**config.mk**
```make
export PLATFORM = sky130hd
export DESIGN_NAME = chs_cell
export DESIGN_NICKNAME = d
export VERILOG_FILES = /design/src/hdl/chs_pkg.sv /design/src/hdl/chs_cell.sv
export SDC_FILE = /design/constraint.sdc
export NUM_CORES = 1
export LEC_CHECK = 0
export ABC_CLOCK_PERIOD_IN_PS = 7900
export BUFFER_PORTS_ARGS = -buffer_cell sky130_fd_sc_hd__buf_4
export CORE_ASPECT_RATIO = 1.5
export CORE_UTILIZATION = 30
export CTS_CLUSTER_DIAMETER = 100
export DETAILED_ROUTE_END_ITERATION = 16
export GPL_ROUTABILITY_DRIVEN = 0
export SETUP_SLACK_MARGIN = 0.02
export SYNTH_ARGS = -nofsm -noshare
export SYNTH_HDL_FRONTEND = slang
export SYNTH_SLANG_ARGS = --single-unit
```
**constraint.sdc**
```tcl
create_clock -name i_clk -period 7.9 [get_ports i_clk]
set_clock_uncertainty 0.2 [all_clocks]
set_input_delay 2.37 -clock i_clk [delete_from_list [all_inputs] [get_ports i_clk]]
set_output_delay 2.37 -clock i_clk [all_outputs]
set_load 0.02 [all_outputs]
```
**src/hdl/chs_pkg.sv**
```systemverilog
// Types, widths and codes shared by the circle/square overlap culler.
package chs_pkg;

    // Table depth default
    localparam int MAX_ENTRIES_DEF = 32;

    // Field widths
    localparam int COORD_W     = 24;
    localparam int RAD_W       = 23;
    localparam int SIZE_W      = 16;
    localparam int GRID_W      = 8;
    localparam int LVL_W       = 4;
    localparam int MASK_W      = 32;
    localparam int COUNT_OUT_W = 6;
    localparam int CFG_IDX_W   = 2;
    localparam int CFG_DATA_W  = 24;

    // Internal widths: square bounds, axis gaps, squares, mask index
    localparam int BOX_W  = 35;
    localparam int GAP_W  = BOX_W - 1;
    localparam int SQ_W   = 2 * RAD_W;
    localparam int MIDX_W = $clog2(MASK_W);

    // Register stages in the evaluation unit
    localparam int EVAL_LAT = 2;
    localparam int DRAIN_W  = (EVAL_LAT > 1) ? $clog2(EVAL_LAT) : 1;

    // Request codes
    localparam logic [1:0] REQ_LOAD  = 2'd0;
    localparam logic [1:0] REQ_TEST  = 2'd1;
    localparam logic [1:0] REQ_CLEAR = 2'd2;

    // Configuration register indexes
    localparam logic [CFG_IDX_W-1:0] CFG_SQUARE_SIZE = 2'd0;
    localparam logic [CFG_IDX_W-1:0] CFG_ORIGIN_X    = 2'd1;
    localparam logic [CFG_IDX_W-1:0] CFG_ORIGIN_Y    = 2'd2;

    localparam logic [SIZE_W-1:0] SQUARE_SIZE_RST = 16'd2048;

    typedef struct packed {
        logic [1:0]                req_type;
        logic signed [COORD_W-1:0] circle_x;
        logic signed [COORD_W-1:0] circle_y;
        logic [RAD_W-1:0]          circle_radius;
        logic                      on_terrain;
        logic [GRID_W-1:0]         square_x;
        logic [GRID_W-1:0]         square_y;
        logic [LVL_W-1:0]          square_level;
        logic [MASK_W-1:0]         candidate_mask;
    } t_req;

    typedef struct packed {
        logic [MASK_W-1:0]      surviving_mask;
        logic [COUNT_OUT_W-1:0] entry_count;
        logic                   load_taken;
    } t_result;

    typedef struct packed {
        logic signed [COORD_W-1:0] x;
        logic signed [COORD_W-1:0] y;
        logic [RAD_W-1:0]          r;
    } t_circle;

    typedef struct packed {
        logic signed [BOX_W-1:0] lo_x;
        logic signed [BOX_W-1:0] hi_x;
        logic signed [BOX_W-1:0] lo_y;
        logic signed [BOX_W-1:0] hi_y;
    } t_box;

    // Circle handed to the evaluation unit this cycle
    typedef struct packed {
        logic              valid;
        logic [MIDX_W-1:0] idx;
    } t_probe;

    // Evaluation result: clear mask bit idx
    typedef struct packed {
        logic              clear;
        logic [MIDX_W-1:0] idx;
    } t_verdict;

endpackage

```
**src/hdl/chs_cell.sv**
```systemverilog
// One table cell: holds a circle, loads it or takes its neighbour's.
module chs_cell (
    input  logic             i_clk,
    input  logic             i_load,
    input  chs_pkg::t_circle i_load_data,
    input  logic             i_shift,
    input  chs_pkg::t_circle i_next,
    output chs_pkg::t_circle o_data
);

    chs_pkg::t_circle r_circle;
    chs_pkg::t_circle n_circle;

    // Load has priority; loads and shifts never meet in practice
    always_comb begin
        n_circle = r_circle;
        if (i_load) begin
            n_circle = i_load_data;
        end else if (i_shift) begin
            n_circle = i_next;
        end
    end

    always_ff @(posedge i_clk) begin
        r_circle <= n_circle;
    end

    assign o_data = r_circle;

endmodule

```
==> impl_metrics.tcl <==
set metrics [dict create \
    drc_errors 0 \
    coreArea_um2 10700 \
    worst-endpoint-required_ps 7770 \
    cp_max_fo 38 \
    setup_violations 0 \
    io_buffers 215 \
    postRouteAntennaNets 0 \
    nFillCells 982 \
    status "completed" \
    syn_area_per_cell_um2 22.2 \
    layout.area.seq_um2 2130 \
    worstPathArrival_ps 3980 \
    io_pins 216 \
    nets 515 \
    grt_pass1_wl_mm 11.0 \
    holdBufCountCts 0 \
    rows 46 \
    syn_area_um2 3350 \
    cts_sinks 71 \
    finalHoldViolCount 0 \
    ys_ff_latch 71 \
    layout_min_cycle_time_ps 4110 \
    sequentialPowerShare_pct 40.7 \
    layout_commonest_cell "buf_4" \
    dieHeight_um 131 \
    syn_inst 151 \
    cp-start-kind "input pin" \
    seq_area_frac_synth_pct 63.7 \
    synth_cell_types 6 \
    root_buffer "clkbuf_16" \
    cts_buffers 9 \
    drive_above_1_share_pct 80.8 \
    end_kind "flip-flop" \
    fin_util_pct 49.9 \
    cts.reportedPaths.clkPinSlew_ps 60 \
    ys_warn_count 0 \
    maxCapViolCount 0 \
    cts_buffer_depth 2 \
    finalSetupTns_ps 0 \
    rsz0062_at_grt "false" \
    drt_iter0_markers 93 \
    max_slew_margin_pct 35.0 \
    start_util_pct 31.3 \
    htreeDepth 3 \
    cts_tree "yes" \
    drt-total-wl_mm 7.49 \
    grt_max_degree 72 \
    switchingPower_mw 0.261 \
    wl_per_cell_um 14.4 \
    grt_pass1_vias 2296 \
    via_per_inst 4.17 \
    diodes 0 \
    fin_crit_sh_pct 52.0 \
    switching_share_pct 22.4 \
    syn_nets 296 \
    p_comb_share_pct 20.5 \
    slew_viol_final 0 \
    largest_reg_flops 71 \
    final_cell_mix "buf_4, edfxtp_1, mux2_4" \
    crit_type "in2reg" \
    worstMarginPinSlew_ps 975 \
    power.internal_mw 0.905 \
    min_path_type "in2reg" \
    via_count 2166 \
    postCtsResizedCells 0 \
    synthToLayoutAreaGrowth_pct 59.4 \
    antenna_found_initial 0 \
    hpwl_mm 5.68 \
    multi_input_area_um2 1070 \
    globalRouteTotalUtil_pct 13.0 \
    leakagePower_nw 2.50 \
    fmaxAchievable_mhz 243 \
    p_per_area_nw_per_um2 218 \
    clockPowerShare_pct 38.8 \
    die_w_um 88.3 \
    ir_worst_vdd_mv 0.118 \
    dieArea_um2 11600 \
    cts_setup_buffers 0 \
    first_pass_iters 4 \
    gr-total-overflow 0 \
]
## cells in the mapped netlist, drive strengths merged
cell,n,area [um2]
edfxtp,71,2130
or2,1,6.26
mux2,71,1060
buf,8,151
## critical path: stages
cell and delay, ps:
buf_4 460, buf_4 660, mux2_2 410
## through the flow
stage	power (mW)	hold WS (ps)	setup slack (ps)	area, um2	cells
6_report	1.17	2140	3790	5340	519
5_1_grt	1.21	2130	3710	5340	519
4_1_cts	1.18	2130	3790	5340	519
3_5_place_dp	0.725	2470	3450	5000	503
3_3_place_gp	0.722	2470	3490	5000	503
2_1_floorplan	0.605	2390	2970	3350	151
## power groups by stage
stage,Combinational (mW),Clock [mW],Sequential (mW)
floorplan,0.0675,0,0.538
global placement,0.240,0,0.481
detailed placement,0.242,0,0.482
CTS,0.243,0.464,0.475
global route,0.253,0.480,0.479
finish,0.239,0.452,0.474
## worst paths after layout
kind           start                    to  slack (ps)  cells past startpoint
min   i_load_data[8]   o_data[8]$_DFFE_PP_        2140                      2
max           i_load  o_data[69]$_DFFE_PP_        3790                      3
## cell families after synthesis
| family | count (synthesis) | synth area share, % |
|---|---|---|
| buffers and inverters | 8 | 4.52 |
| multiplexers | 71 | 31.6 |
| AND/OR/NAND/NOR | 1 | 0.187 |
| flip-flops | 71 | 63.7 |
## final cells by class
cell class | instances | share of cell area (%)
flip-flops and latches | 71 | 39.9
repair buffers | 216 | 30.4
multi-input cells | 72 | 20.0
clock buffers | 9 | 4.22
well taps | 144 | 3.38
clock inverters | 7 | 2.09
## routing by layer
layer	up-vias	share of wire, %	GRT usage, %
met5	-	0	0
met3	15	9.9	3.89
li1	1030	-	-
met4	0	3.3	7.97
met1	989	33	12.0
met2	132	54	23.7
Note: power is estimated with default switching activity, not from simulation.
