--- config.mk ---
export PLATFORM = sky130hd
export DESIGN_NAME = chs_eval
export DESIGN_NICKNAME = d
export VERILOG_FILES = /design/src/hdl/chs_pkg.sv /design/src/hdl/chs_eval.sv
export SDC_FILE = /design/constraint.sdc
export NUM_CORES = 2
export LEC_CHECK = 0
export BUFFER_PORTS_ARGS = -buffer_cell sky130_fd_sc_hd__clkbuf_2
export CELL_PAD_IN_SITES_DETAIL_PLACEMENT = 0
export CELL_PAD_IN_SITES_GLOBAL_PLACEMENT = 1
export CORE_UTILIZATION = 25
export CTS_CLUSTER_DIAMETER = 150
export DETAILED_ROUTE_END_ITERATION = 10
export PLACE_DENSITY = 0.52
export SLEW_MARGIN = 0
export SYNTH_ARGS = -nofsm -noshare
export SYNTH_HDL_FRONTEND = slang
export SYNTH_SLANG_ARGS = --single-unit
--- constraint.sdc ---
create_clock -name i_clk -period 11.6 [get_ports i_clk]
set_input_delay 0 -clock i_clk [delete_from_list [all_inputs] [get_ports i_clk]]
set_output_delay 0 -clock i_clk [all_outputs]
set_load 0.02 [all_outputs]
--- src/hdl/chs_pkg.sv ---
// Types, widths and codes shared by the circle/square overlap culler.
package chs_pkg;

    // Table depth default
    localparam int MAX_ENTRIES_DEF = 32;

    // Field widths
    localparam int COORD_W     = 24;
    localparam int RAD_W       = 23;
    localparam int SIZE_W      = 16;
    localparam int GRID_W      = 8;
    localparam int LVL_W       = 4;
    localparam int MASK_W      = 32;
    localparam int COUNT_OUT_W = 6;
    localparam int CFG_IDX_W   = 2;
    localparam int CFG_DATA_W  = 24;

    // Internal widths: square bounds, axis gaps, squares, mask index
    localparam int BOX_W  = 35;
    localparam int GAP_W  = BOX_W - 1;
    localparam int SQ_W   = 2 * RAD_W;
    localparam int MIDX_W = $clog2(MASK_W);

    // Register stages in the evaluation unit
    localparam int EVAL_LAT = 2;
    localparam int DRAIN_W  = (EVAL_LAT > 1) ? $clog2(EVAL_LAT) : 1;

    // Request codes
    localparam logic [1:0] REQ_LOAD  = 2'd0;
    localparam logic [1:0] REQ_TEST  = 2'd1;
    localparam logic [1:0] REQ_CLEAR = 2'd2;

    // Configuration register indexes
    localparam logic [CFG_IDX_W-1:0] CFG_SQUARE_SIZE = 2'd0;
    localparam logic [CFG_IDX_W-1:0] CFG_ORIGIN_X    = 2'd1;
    localparam logic [CFG_IDX_W-1:0] CFG_ORIGIN_Y    = 2'd2;

    localparam logic [SIZE_W-1:0] SQUARE_SIZE_RST = 16'd2048;

    typedef struct packed {
        logic [1:0]                req_type;
        logic signed [COORD_W-1:0] circle_x;
        logic signed [COORD_W-1:0] circle_y;
        logic [RAD_W-1:0]          circle_radius;
        logic                      on_terrain;
        logic [GRID_W-1:0]         square_x;
        logic [GRID_W-1:0]         square_y;
        logic [LVL_W-1:0]          square_level;
        logic [MASK_W-1:0]         candidate_mask;
    } t_req;

    typedef struct packed {
        logic [MASK_W-1:0]      surviving_mask;
        logic [COUNT_OUT_W-1:0] entry_count;
        logic                   load_taken;
    } t_result;

    typedef struct packed {
        logic signed [COORD_W-1:0] x;
        logic signed [COORD_W-1:0] y;
        logic [RAD_W-1:0]          r;
    } t_circle;

    typedef struct packed {
        logic signed [BOX_W-1:0] lo_x;
        logic signed [BOX_W-1:0] hi_x;
        logic signed [BOX_W-1:0] lo_y;
        logic signed [BOX_W-1:0] hi_y;
    } t_box;

    // Circle handed to the evaluation unit this cycle
    typedef struct packed {
        logic              valid;
        logic [MIDX_W-1:0] idx;
    } t_probe;

    // Evaluation result: clear mask bit idx
    typedef struct packed {
        logic              clear;
        logic [MIDX_W-1:0] idx;
    } t_verdict;

endpackage

--- src/hdl/chs_eval.sv ---
// Shared distance test: axis gaps, squares, then sum against radius squared.
module chs_eval (
    input  logic              i_clk,
    input  logic              i_rst_n,
    input  chs_pkg::t_probe   i_probe,
    input  chs_pkg::t_circle  i_circle,
    input  chs_pkg::t_box     i_box,
    output chs_pkg::t_verdict o_verdict
);

    localparam int BOX_W  = chs_pkg::BOX_W;
    localparam int GAP_W  = chs_pkg::GAP_W;
    localparam int RAD_W  = chs_pkg::RAD_W;
    localparam int SQ_W   = chs_pkg::SQ_W;
    localparam int MIDX_W = chs_pkg::MIDX_W;

    // Distance from p to [lo, hi], zero inside
    function automatic logic [GAP_W-1:0] axis_gap(
        input logic signed [BOX_W-1:0] p,
        input logic signed [BOX_W-1:0] lo,
        input logic signed [BOX_W-1:0] hi
    );
        logic signed [BOX_W-1:0] d;
        d = '0;
        if (p < lo) begin
            d = lo - p;
        end else if (p > hi) begin
            d = p - hi;
        end
        return d[GAP_W-1:0];
    endfunction

    // Stage 1: gaps
    logic              r_s1_valid;
    logic [MIDX_W-1:0] r_s1_idx;
    logic [GAP_W-1:0]  r_s1_gx;
    logic [GAP_W-1:0]  r_s1_gy;
    logic [RAD_W-1:0]  r_s1_r;

    // Stage 2: squares and the early far flag
    logic              r_s2_valid;
    logic [MIDX_W-1:0] r_s2_idx;
    logic              r_s2_far;
    logic [SQ_W-1:0]   r_s2_sx;
    logic [SQ_W-1:0]   r_s2_sy;
    logic [SQ_W-1:0]   r_s2_sr;

    logic [GAP_W-1:0]  n_s1_gx;
    logic [GAP_W-1:0]  n_s1_gy;
    logic              n_s2_far;
    logic [SQ_W-1:0]   n_s2_sx;
    logic [SQ_W-1:0]   n_s2_sy;
    logic [SQ_W-1:0]   n_s2_sr;
    logic [SQ_W:0]     w_sum;

    always_comb begin
        n_s1_gx = axis_gap(BOX_W'(i_circle.x), i_box.lo_x, i_box.hi_x);
        n_s1_gy = axis_gap(BOX_W'(i_circle.y), i_box.lo_y, i_box.hi_y);
    end

    // A gap beyond the radius decides at once; otherwise it fits RAD_W bits
    always_comb begin
        n_s2_far = (r_s1_gx > GAP_W'(r_s1_r)) || (r_s1_gy > GAP_W'(r_s1_r));
        n_s2_sx  = SQ_W'(r_s1_gx[RAD_W-1:0]) * SQ_W'(r_s1_gx[RAD_W-1:0]);
        n_s2_sy  = SQ_W'(r_s1_gy[RAD_W-1:0]) * SQ_W'(r_s1_gy[RAD_W-1:0]);
        n_s2_sr  = SQ_W'(r_s1_r) * SQ_W'(r_s1_r);
    end

    // Valid flags
    always_ff @(posedge i_clk) begin
        if (!i_rst_n) begin
            r_s1_valid <= 1'b0;
            r_s2_valid <= 1'b0;
        end else begin
            r_s1_valid <= i_probe.valid;
            r_s2_valid <= r_s1_valid;
        end
    end

    // Datapath
    always_ff @(posedge i_clk) begin
        r_s1_idx <= i_probe.idx;
        r_s1_gx  <= n_s1_gx;
        r_s1_gy  <= n_s1_gy;
        r_s1_r   <= i_circle.r;
        r_s2_idx <= r_s1_idx;
        r_s2_far <= n_s2_far;
        r_s2_sx  <= n_s2_sx;
        r_s2_sy  <= n_s2_sy;
        r_s2_sr  <= n_s2_sr;
    end

    // Stage 3: final compare
    assign w_sum = (SQ_W+1)'(r_s2_sx) + (SQ_W+1)'(r_s2_sy);
    assign o_verdict.clear = r_s2_valid && (r_s2_far || (w_sum > (SQ_W+1)'(r_s2_sr)));
    assign o_verdict.idx   = r_s2_idx;

endmodule

==> results.yml <==
logic_synthesis:
  ys_seq_elements: 239
  synthesis.area_um2: 62700
  synth_edf_count: 0
  synth_fp_nets: 9310
  syn_inst: 7072
  seq_area_frac_synth_pct: 7.63
  synthArstFlopShare_pct: 0
  yosys-top-cells-area: "fa_1, ha_1, inv_1, dfxtp_1, nand2_1"
  synthDistinctLibCells: 76
  synthDominantCellAreaShare_pct: 37.0
  yosysTopAreaCell: "fa_1"
  synth_ff_type: "dfxtp_1"
  avgSynthCellArea_um2: 8.87
  synth_warnings: 0
drt:
  drt_iter0_markers: 2215
  vias: 46764
  avgViaCountPerCell: 4.39
  drt_wl_total_um: 193000
  route.detailed.drc: 0
  ant_nets: 0
  detail_route.wl_per_cell_um: 18.1
  first_pass_iters: 6
global_route:
  grt_max_degree: 37
  grt_pass1_vias: 51354
  grt_pass1_wl_um: 304000
  overflow: 0
  antenna_found_initial: 6
  grt.total_usage_pct: 15.6
setup_path:
  end_kind: "register"
  path_common_cell: "fa_1"
  arrival_ns: 8.74
  critical_path_class: "reg2reg"
  crit_fanout: 14
  start_kind: "register"
  cpPeakStageDelay_ns: 0.74
  r2r_cells: 24
  cp_slowest_cell: "dfxtp_1"
  cp_top_family: "adder cells"
  r2r_end: "r_s2_sr[45]$_DFF_P_"
  rrSetupSlack_ns: 3.35
  crit_buf_inv: 5
  reg2reg_from: "r_s1_r[4]$_DFF_P_"
  cp_cell_sequence: "inv_1 -> nor2_1 -> inv_1 -> fa_1 -> inv_1 -> fa_1 -> inv_1 -> fa_1 -> inv_1 -> fa_1 -> fa_1 -> fa_1 -> fa_1 -> ha_1 -> a21oi_1 -> o21ai_0 -> a221oi_1 -> nand3_1 -> o2111ai_1 -> nand3_1 -> a221oi_1 -> o21ai_0 -> a21oi_1 -> xnor2_1"
  cp_data_required_time_ns: 12.09
floorplanning:
  die_h_um: 503
  rows: 183
  core_um2: 249000
  die_x_um: 503
  ios: 225
  floorplan.initialDensity_pct: 25.2
  die_area_um2: 253000
clocking:
  cts_tree: "yes"
  numCtsBuffers: 36
  htree_levels: 2
  clkSinkCount: 239
  cts_root_buf: "clkbuf_16"
  cts.reportedPaths.clkPinSlew_ns: 0.06
  cts_resized: 0
  clk_latency_ns: 0.61
  max-clock-path-buffers: 3
finish:
  syn_to_final_growth_pct: 11.4
  layoutNonFillerInstCount: 10661
  multi_input_area_um2: 50600
  final_cell_area_um2: 69900
  fill_cells: 26824
  regArea_um2: 4790
  final_nets: 9539
  drive_gt1_share_pct: 5.53
hold_path:
  hp-start: "i_box[61]"
  min_path_cells: 4
  worstHoldEndpoint: "r_s1_gy[26]$_DFF_P_"
  hold_path_class: "in2reg"
placement:
  place_area_um2: 67800
  io_buffers: 224
  gp_congestion: 0.858
  dp_cells: 10514
  dp.final_hpwl_um: 160000
timing:
  max-slew-margin-rel_pct: 24.7
  min_period_over_period_pct: 71.1
  grt_setup_unrepaired: "no"
  fin_setup_tns_ns: 0
  holdWs_ns: 0.0473
  tightest_slew_ns: 1.13
  hold_viol: 0
  slew_viol_final: 0
  clock_skew_ns: 0.0272
  setup_viol: 0
  fmax_mhz: 121
  layout_min_cycle_time_ns: 8.25
outcome:
  status: "finished clean"
run:
  drv_cap: 0
[synth_stat cells (11+ instances only)]
cell type and number:
inv_1 1766, dfxtp_1 239, nor2_1 338, nand4_1 52, a221oi_1 12, nor2b_1 51
o22ai_1 59, a41oi_1 11, a31o_2 17, and2_1 228, nand2_1 563, or3_1 14
nor3_1 52, nand3_1 60, a211oi_1 39, o21ai_0 157, o31ai_1 12, a211o_1 11
clkbuf_1 171, a31oi_1 34, and3_1 36, ha_1 860, o211ai_1 21, fa_1 1159
o21a_1 40, a21oi_1 317, xnor2_1 187, o21bai_1 36, nand2b_1 39, a21o_1 190
xor2_1 125
[worst max-delay path by stage]
stage | from | to | depth (start not counted)
final | r_s1_r[4]$_DFF_P_ | r_s2_sr[45]$_DFF_P_ | 24
after global routing | r_s1_r[4]$_DFF_P_ | r_s2_sr[45]$_DFF_P_ | 24
after CTS | r_s1_r[4]$_DFF_P_ | r_s2_sr[45]$_DFF_P_ | 24
after detailed placement | r_s1_r[4]$_DFF_P_ | r_s2_sr[45]$_DFF_P_ | 24
after global placement | r_s1_r[4]$_DFF_P_ | r_s2_sr[45]$_DFF_P_ | 24
after floorplan | r_s1_gx[9]$_DFF_P_ | r_s2_sx[45]$_DFF_P_ | 26
[per-layer routing]
layer / global-route usage, % / part of all wire [%] / vias to the layer above
met3: 1.37 / 3.5 / 108
met5: 0 / 0 / -
met4: 2.33 / 1.4 / 0
li1: - / - / 22507
met1: 22.1 / 49 / 23303
met2: 25.9 / 46 / 846
[worst register-to-register path, stage by stage (launching register included)]
cell and delay (ns):
dfxtp_1 0.74, inv_1 0.58, nor2_1 0.32, inv_1 0.10
fa_1 0.54, inv_1 0.06, fa_1 0.50, inv_1 0.07
fa_1 0.54, inv_1 0.06, fa_1 0.50, fa_1 0.46
fa_1 0.54, fa_1 0.43, ha_1 0.37, a21oi_1 0.16
o21ai_0 0.11, a221oi_1 0.44, nand3_1 0.16, o2111ai_1 0.30
nand3_1 0.18, a221oi_1 0.51, o21ai_0 0.19, a21oi_1 0.20
xnor2_1 0.10
[placed cells by master (no fill, tap or decap), drive strengths merged, types with 39 or more instances in the layout]
| master | instances |
|---|---|
| nor2b | 51 |
| fa | 1159 |
| nand2 | 563 |
| o22ai | 59 |
| nand3 | 60 |
| buf | 70 |
| xnor2 | 187 |
| dfxtp | 239 |
| ha | 860 |
| nor2 | 338 |
| nor3 | 52 |
| nand2b | 39 |
| a21oi | 317 |
| dlygate4sd3 | 79 |
| o21ai | 159 |
| and2 | 228 |
| a211oi | 39 |
| xor2 | 125 |
| clkbuf | 272 |
| a21o | 190 |
| inv | 1771 |
| nand4 | 52 |
| o21a | 40 |
[kinds of logic (layout without fill, tap and decap cells)]
kind of cell | Yosys count | after routing | synth area share, %
XOR/XNOR | 312 | 312 | 4.36
AND/OR/NAND/NOR | 1488 | 1488 | 11.1
adder cells (fa/ha/maj) | 2019 | 2019 | 54.2
flip-flops | 239 | 239 | 7.63
multiplexers | 6 | 6 | 0.108
buffers and inverters | 1957 | 2213 | 11.7
AO/OA/AOI/OAI | 1051 | 1051 | 10.9
other | 0 | 3 | 0
[state kept, by name (all words and copies together) (netlist names)]
name and count:
r_s2_sr 45, r_s2_idx 5, r_s2_far 1, r_s1_valid 1, r_s2_sx 45, r_s1_gx 34, r_s2_sy 45, r_s1_r 23
r_s1_idx 5, r_s2_valid 1, r_s1_gy 34
[layout make-up]
class	count	share of cell area, %
inverters	1775	9.54
diodes	3	0.0107
clock inverters	17	0.269
flip-flops and latches	239	6.85
well taps	3330	5.96
clock buffers	48	1.51
repair buffers	373	3.49
multi-input cells	4876	72.4
[metrics by stage]
stage	setup WS, ns	utilization (%)
CTS	3.27	28.1
finish	3.35	28.1
global placement	3.29	27.3
detailed placement	3.30	27.3
global route	2.81	28.1
floorplan	4.54	-
[repair_timing]
| action | CTS | global route |
|---|---|---|
| hold buffers | 79 | 0 |
| setup buffers | 0 | 0 |
| hold endpoints to repair | 55 | 0 |
Power is left out: the tool's default activity adds up to more than one toggle a clock period on the data nets, which glitch-free logic cannot reach.
